==> config.mk <==
export PLATFORM = sky130hd
export DESIGN_NAME = ipraf_front
export DESIGN_NICKNAME = d
export VERILOG_FILES = /design/src/hdl/ipraf_pkg.sv /design/src/hdl/ipraf_front.sv
export SDC_FILE = /design/constraint.sdc
export NUM_CORES = 1
export LEC_CHECK = 0
export ABC_CLOCK_PERIOD_IN_PS = 12150
export CAP_MARGIN = 20
export CORE_ASPECT_RATIO = 0.7
export CORE_MARGIN = 3
export CORE_UTILIZATION = 44
export CTS_BUF_LIST = sky130_fd_sc_hd__clkbuf_8
export DETAILED_ROUTE_END_ITERATION = 7
export DONT_BUFFER_PORTS = 1
export GPL_ROUTABILITY_DRIVEN = 0
export PLACE_DENSITY = 0.64
export SLEW_MARGIN = 20
export SYNTH_ARGS = -nofsm -noshare
export SYNTH_HDL_FRONTEND = slang
export SYNTH_SLANG_ARGS = --single-unit
==> constraint.sdc <==
create_clock -name clock -period 12.15 [get_ports clock]
set_clock_uncertainty 0.05 [all_clocks]
set_input_delay 1.8225 -clock clock [delete_from_list [all_inputs] [get_ports clock]]
set_output_delay 1.8225 -clock clock [all_outputs]
set_load 0.01 [all_outputs]
==> src/hdl/ipraf_pkg.sv <==
// shared types, constants and codes of the address range and country allow filter
package ipraf_pkg;

   localparam int MAX_RANGES    = 64;
   localparam int COUNTRY_COUNT = 256;

   localparam int RANGE_ADDR_W = $clog2(MAX_RANGES);
   localparam int RANGE_CNT_W  = 7;
   localparam int CTRY_IDX_W   = $clog2(COUNTRY_COUNT);
   localparam int RANGE_DATA_W = 64;

   localparam int Q_DEPTH = 2;
   localparam int Q_PTR_W = (Q_DEPTH > 1) ? $clog2(Q_DEPTH) : 1;
   localparam int Q_CNT_W = $clog2(Q_DEPTH + 1);

   localparam int CSR_INDEX_W = 1;
   localparam int CSR_DATA_W  = 7;
   localparam logic [CSR_INDEX_W-1:0] CSR_FILTER_ENABLE = 1'd0;
   localparam logic [CSR_INDEX_W-1:0] CSR_RANGE_COUNT   = 1'd1;

   localparam logic [2:0] RSN_DISABLED     = 3'd0;
   localparam logic [2:0] RSN_UNASSIGNED   = 3'd1;
   localparam logic [2:0] RSN_RANGE_HIT    = 3'd2;
   localparam logic [2:0] RSN_CTRY_ALLOWED = 3'd3;
   localparam logic [2:0] RSN_CTRY_BLOCKED = 3'd4;
   localparam logic [2:0] RSN_CTRY_UNKNOWN = 3'd5;

   typedef enum logic [1:0] {
      OP_CHECK = 2'd0,
      OP_WRITE = 2'd1,
      OP_CLEAR = 2'd2,
      OP_ALLOW = 2'd3
   } op_type;

   typedef struct packed {
      logic [1:0]  kind;
      logic [31:0] ip_address;
      logic [5:0]  range_index;
      logic [31:0] range_low;
      logic [31:0] range_high;
      logic [15:0] country_code;
   } req_type;

   typedef struct packed {
      logic       allowed;
      logic [2:0] decision_reason;
   } rsp_type;

   typedef struct packed {
      op_type      op;
      logic        in_table;
      logic [31:0] ip_address;
      logic [5:0]  range_index;
      logic [31:0] range_low;
      logic [31:0] range_high;
      logic [15:0] country_code;
   } cmd_type;

   typedef struct packed {
      logic    valid;
      cmd_type cmd;
   } queue_out_type;

   typedef struct packed {
      logic                   filter_enable;
      logic [RANGE_CNT_W-1:0] range_count;
   } cfg_type;

endpackage

==> src/hdl/ipraf_front.sv <==
// input stage: accepts items, classifies them and queues them for the back end
module ipraf_front (
   input  logic                     clock,
   input  logic                     reset,
   input  logic                     req_valid,
   output logic                     req_ready,
   input  ipraf_pkg::req_type       req_data,
   output ipraf_pkg::queue_out_type q_out,
   input  logic                     pop
);

   ipraf_pkg::cmd_type cmd_ff [ipraf_pkg::Q_DEPTH];
   ipraf_pkg::cmd_type cmd_new;

   logic [ipraf_pkg::Q_PTR_W-1:0] wr_ptr_ff, wr_ptr_in;
   logic [ipraf_pkg::Q_PTR_W-1:0] rd_ptr_ff, rd_ptr_in;
   logic [ipraf_pkg::Q_CNT_W-1:0] count_ff, count_in;
   logic                          push;
   logic                          do_pop;

   // classify
   always_comb begin
      cmd_new.op           = ipraf_pkg::op_type'(req_data.kind);
      cmd_new.ip_address   = req_data.ip_address;
      cmd_new.range_index  = req_data.range_index;
      cmd_new.range_low    = req_data.range_low;
      cmd_new.range_high   = req_data.range_high;
      cmd_new.country_code = req_data.country_code;
      if (cmd_new.op == ipraf_pkg::OP_WRITE) begin
         cmd_new.in_table = 32'(req_data.range_index) < ipraf_pkg::MAX_RANGES;
      end else begin
         cmd_new.in_table = 32'(req_data.country_code) < ipraf_pkg::COUNTRY_COUNT;
      end
   end

   assign req_ready = count_ff != ipraf_pkg::Q_CNT_W'(ipraf_pkg::Q_DEPTH);
   assign push      = req_valid && req_ready;
   assign do_pop    = pop && q_out.valid;

   always_comb begin
      wr_ptr_in = wr_ptr_ff;
      rd_ptr_in = rd_ptr_ff;
      count_in  = count_ff;
      if (push) begin
         wr_ptr_in = (wr_ptr_ff == ipraf_pkg::Q_PTR_W'(ipraf_pkg::Q_DEPTH - 1)) ?
                     '0 : wr_ptr_ff + 1'b1;
      end
      if (do_pop) begin
         rd_ptr_in = (rd_ptr_ff == ipraf_pkg::Q_PTR_W'(ipraf_pkg::Q_DEPTH - 1)) ?
                     '0 : rd_ptr_ff + 1'b1;
      end
      if (push && !do_pop) begin
         count_in = count_ff + 1'b1;
      end else if (!push && do_pop) begin
         count_in = count_ff - 1'b1;
      end
   end

   always_ff @(posedge clock) begin
      if (reset) begin
         wr_ptr_ff <= '0;
         rd_ptr_ff <= '0;
         count_ff  <= '0;
      end else begin
         wr_ptr_ff <= wr_ptr_in;
         rd_ptr_ff <= rd_ptr_in;
         count_ff  <= count_in;
      end
   end

   always_ff @(posedge clock) begin
      if (push) begin
         cmd_ff[wr_ptr_ff] <= cmd_new;
      end
   end

   assign q_out.valid = count_ff != '0;
   assign q_out.cmd   = cmd_ff[rd_ptr_ff];

endmodule

; After elaboration in Yosys (flattened, before gate mapping)
; Memories as Yosys holds them, arrays and structs flattened. A register that Yosys moved wholly into a read port is not among the register bits.
; Cells that the tools add are included.
[totals]
reg_bits = 4
latch_bits = 0
ram_bits = 242
mem_bits_ro = 0
inputBits = 124
output_inout_bits = 123
word_cells = 28
n_memories = 1
[memory_table]
columns = name, words, word_bits, rd, rd_ports_with_merged_regs, write_ports, line_no
row1 = cmd_ff, 2, 121, 1, 1, 1, ipraf_front.sv:12  ; ipraf_pkg::cmd_type cmd_ff [ipraf_pkg::Q_DEPTH];
[classes]
addsub = 4
multipliers = 0
n_div = 0
order_cmp = 1
n_eq_ne = 2
shift = 0
muxes = 9
bitwise_logic = 0
n_reduce_logical = 8
[op_table]
columns = op, n
row1 = "16-bit by 9-bit less-than comparator with 1-bit output, second input constant", 1
row2 = 1-bit two-way mux, 7
row3 = 1-bit logical AND, 4
row4 = 2-bit two-way mux, 2
row5 = 2-bit nonzero test, 2
row6 = "1-bit adder, second input constant", 2
row7 = "2-bit by 1-bit adder with 2-bit output, second input constant", 1
row8 = "2-bit by 1-bit equality test with 1-bit output, second input constant", 1
row9 = 1-bit zero test, 2
row10 = "2-bit inequality test, second input constant", 1
row11 = "2-bit by 1-bit subtractor with 2-bit output, second input constant", 1

; Depth between registers and ports, before layout
[logic_depth]
word_depth = 6
depth_mapped = 6
mapped_depth_nobuf = 6

; Worst setup path after synthesis
; No wires, ideal clock.
[synth_path]
path_type = input port to flip-flop
from = in req_valid
to = mem cmd_ff[1][0] in the netlist's numbering, enable pin
setup_ns = 0.495
arrival_time_ns = 4.661
t_required_ns = 11.605
slack_ns = 6.944
stages = 1
path_buffers = 0
cell_sequence = and3_1
[synth_between]
elab_chain_len = 3
[synth_lines]
columns = item, line_no
row1 = "start, declared", ipraf_front.sv:5  ; input logic req_valid,
row2 = 1-bit logical AND, ipraf_front.sv:37  ; assign push = req_valid && req_ready;
row3 = 1-bit two-way mux, ipraf_front.sv:72  ; if (push) begin
row4 = 1-bit two-way mux (not written as such), ipraf_front.sv:73  ; cmd_ff[wr_ptr_ff] <= cmd_new;
row5 = "end, declared", ipraf_front.sv:12
; No other way between the ends.

==> impl_metrics.env <==
export IMPL_outcome="finished, final reports clean"
export IMPL_ys_ff_latch=247
export IMPL_slowest_stage="dfxtp_4"
export IMPL_finalHoldViolations=0
export IMPL_wl_met2_mm=6.95
export IMPL_fmax_ghz=0.221
export IMPL_synthDominantCellAreaShare=0.807
export IMPL_synth_area_um2=9000
export IMPL_ant_nets=0
export IMPL_pwr_share_seq=0.534
export IMPL_ys_flop_type="edfxtp_1"
export IMPL_ys_async_sr_fraction=0
export IMPL_clk_latency_ns=0.50
export IMPL_clk_path_buf_depth=3
export IMPL_ir_drop_mv=0.149
export IMPL_crit_chain="buf_4, mux2_2"
export IMPL_worstRegToRegCells=3
export IMPL_p_per_area_nw_per_um2=211
export IMPL_firstDrtPassIters=4
export IMPL_cts_clk_slew_worst_paths_ns=0.06
export IMPL_hold_class="reg -> reg"
export IMPL_cp_start_kind="register"
export IMPL_clock_power_share=0.284
export IMPL_grt_max_degree=70
export IMPL_synth_nets=530
export IMPL_worstHoldPathCells=2
export IMPL_p_int_uw=1530
export IMPL_end_kind="primary output"
export IMPL_portBuffers=0
export IMPL_grt_pass1_vias=4129
export IMPL_synth_area_leaders="edfxtp_1 81%, mux2_2 15%, buf_6 1.1%"
export IMPL_fp_dieW_um=177
export IMPL_wl_met1_mm=5.61
export IMPL_finalSetupViolCount=0
export IMPL_grt_overflow_total=0
export IMPL_path_class="reg -> out"
export IMPL_multiInputGateArea_um2=1510
export IMPL_synth_edff_count=242
export IMPL_placed_cell_area_um2=9250
export IMPL_setup_tns_final_ns=0
export IMPL_rsz0062_at_grt="no"
export IMPL_path_buf_inv=1
export IMPL_period_needed_ns=4.53
export IMPL_p_comb_frac=0.182
export IMPL_wl_met3_mm=2.58
export IMPL_crit_family="flip-flops"
export IMPL_min_period_over_period=0.373
export IMPL_slew_viol_final=0
export IMPL_grt_usage=0.135
export IMPL_ios=247
export IMPL_synth_most_common_cell="edfxtp_1"
export IMPL_highest_layer="met4"
export IMPL_cts_hold_buf=0
export IMPL_synthCells=405
export IMPL_drcViolationCount=0
export IMPL_dp_hpwl_mm=10.1
export IMPL_grt_antenna_before_repair=0
export IMPL_start_util=0.451
export IMPL_ys_warnings_count=0
export IMPL_p_leak_uw=0.00319
export IMPL_die_h_um=126
export IMPL_cp_num_cells=2
export IMPL_final_seq_area_um2=7370
export IMPL_grt_pass1_wl_mm=23.2
export IMPL_cp_data_arrival_time_ns=2.65
export IMPL_slew_headroom=0.416
export IMPL_diodes=0
export IMPL_num_vias=3725
export IMPL_rows=43
export IMPL_cts_num_sinks=247
export IMPL_wl_per_cell_um=21.5
export IMPL_slowest_delay_ns=0.79
export IMPL_fin_nets=559
export IMPL_netSwitchingFraction=0.266
export IMPL_drt_iter0_drc=188
export IMPL_p_sw_uw=556
export IMPL_synth_area_leader_cell="edfxtp_1"
export IMPL_drive_gt1_frac=0.382
export IMPL_finalInstanceArea_um2=9890
export IMPL_maxCapViolCount=0
export IMPL_yosysSeqAreaShare=0.818
export IMPL_ys_types=21
export IMPL_cts_resized=0
export IMPL_tightest_slew_ns=0.876
export IMPL_core_um2=20000
export IMPL_cts_max_level=2
export IMPL_cts_tree="yes"
export IMPL_crit_fanout=69
export IMPL_post_cts_setup_buffers=0
export IMPL_syn_to_final_growth_pct=9.90
export IMPL_drt_total_wl_mm=15.5
export IMPL_fillCellCount=1582
export IMPL_drt_vias_per_instance=5.15
export IMPL_cts_made_buffers=37
export IMPL_synth_top_cells_by_count="242 x edfxtp_1, 121 x mux2_2, 9 x buf_6, 5 x dfxtp_1"
export IMPL_syn_avg_cell_area_um2=22.2
export IMPL_root_buffer="clkbuf_8"
export IMPL_timing_hold_ws_ns=0.465
export IMPL_die_area_um2=22200
export IMPL_cp_data_required_time_ns=10.28
-- state kept, by name, summed over array words and instances, names as in the netlist, named ones only --
name	cells
cmd_ff	242
count_ff	2
rd_ptr_ff	1
wr_ptr_ff	1
-- metal layers --
layer	vias up	global-route usage
met5	-	0
met4	0	0.0476
met2	207	0.208
li1	1661	-
met1	1815	0.145
met3	42	0.0992
-- power groups by stage --
stage | registers [uW] | clock network, uW | logic [uW]
final | 1120 | 592 | 380
after global routing | 1130 | 654 | 409
after CTS | 1120 | 618 | 390
after detailed placement | 1140 | 0 | 388
after global placement | 1130 | 0 | 382
after floorplan | 1110 | 0 | 358
-- worst reg2reg max path, delay by kind of cell, from the launching register on --
| family | cells | cell delay (ns) |
|---|---|---|
| buffers and inverters | 1 | 0.79 |
| flip-flops | 1 | 0.39 |
| AND/OR/NAND/NOR | 2 | 1.07 |
-- cells in the final DEF, fill, tap and decap left out, types with 2 or more instances in the layout --
master,instances
nor4_1,2
mux2_2,121
edfxtp_1,242
nor2_1,3
clkbuf_8,42
a21oi_1,2
o21ai_0,3
clkinv_1,4
xor2_1,3
dfxtp_1,4
inv_1,11
buf_4,3
-- metrics by stage --
| stage | utilization | cells | setup WS (ns) | total power [uW] |
|---|---|---|---|---|
| after floorplan | - | 405 | 6.94 | 1470 |
| after global placement | 0.463 | 665 | 8.18 | 1510 |
| after detailed placement | 0.463 | 665 | 8.09 | 1520 |
| after CTS | 0.496 | 723 | 7.53 | 2130 |
| after global routing | 0.496 | 723 | 7.45 | 2190 |
| final | 0.496 | 723 | 7.62 | 2090 |
-- logic make-up (layout without fill, tap and decap cells) --
family | count (synthesis) | after routing | share of synthesized area
buffers and inverters | 15 | 63 | 0.0146
XOR/XNOR | 3 | 3 | 0.00292
adder cells (fa/ha/maj) | 1 | 1 | 0.00139
flip-flops | 247 | 247 | 0.818
multiplexers | 121 | 121 | 0.151
AND/OR/NAND/NOR | 12 | 12 | 0.00737
AO/OA/AOI/OAI | 6 | 6 | 0.00389
-- area by class of cell --
type | count | area share
clock buffers | 42 | 0.0584
clock inverters | 16 | 0.00658
inverters | 2 | 0.00101
multi-input cells | 143 | 0.152
flip-flops and latches | 247 | 0.745
well taps | 270 | 0.0342
repair buffers | 3 | 0.00228
-- worst paths after layout --
kind / to / slack, ns / startpoint
min: count_ff[1]$_SDFFE_PP0P_ / 0.46 / count_ff[1]$_SDFFE_PP0P_
min reg2reg: count_ff[1]$_SDFFE_PP0P_ / 0.46 / count_ff[1]$_SDFFE_PP0P_
max reg2reg: cmd_ff[1][25]$_DFFE_PP_ / 9.40 / count_ff[0]$_SDFFE_PP0P_
max: q_out[13] / 7.62 / register
Power figures use the tool's default switching activity.
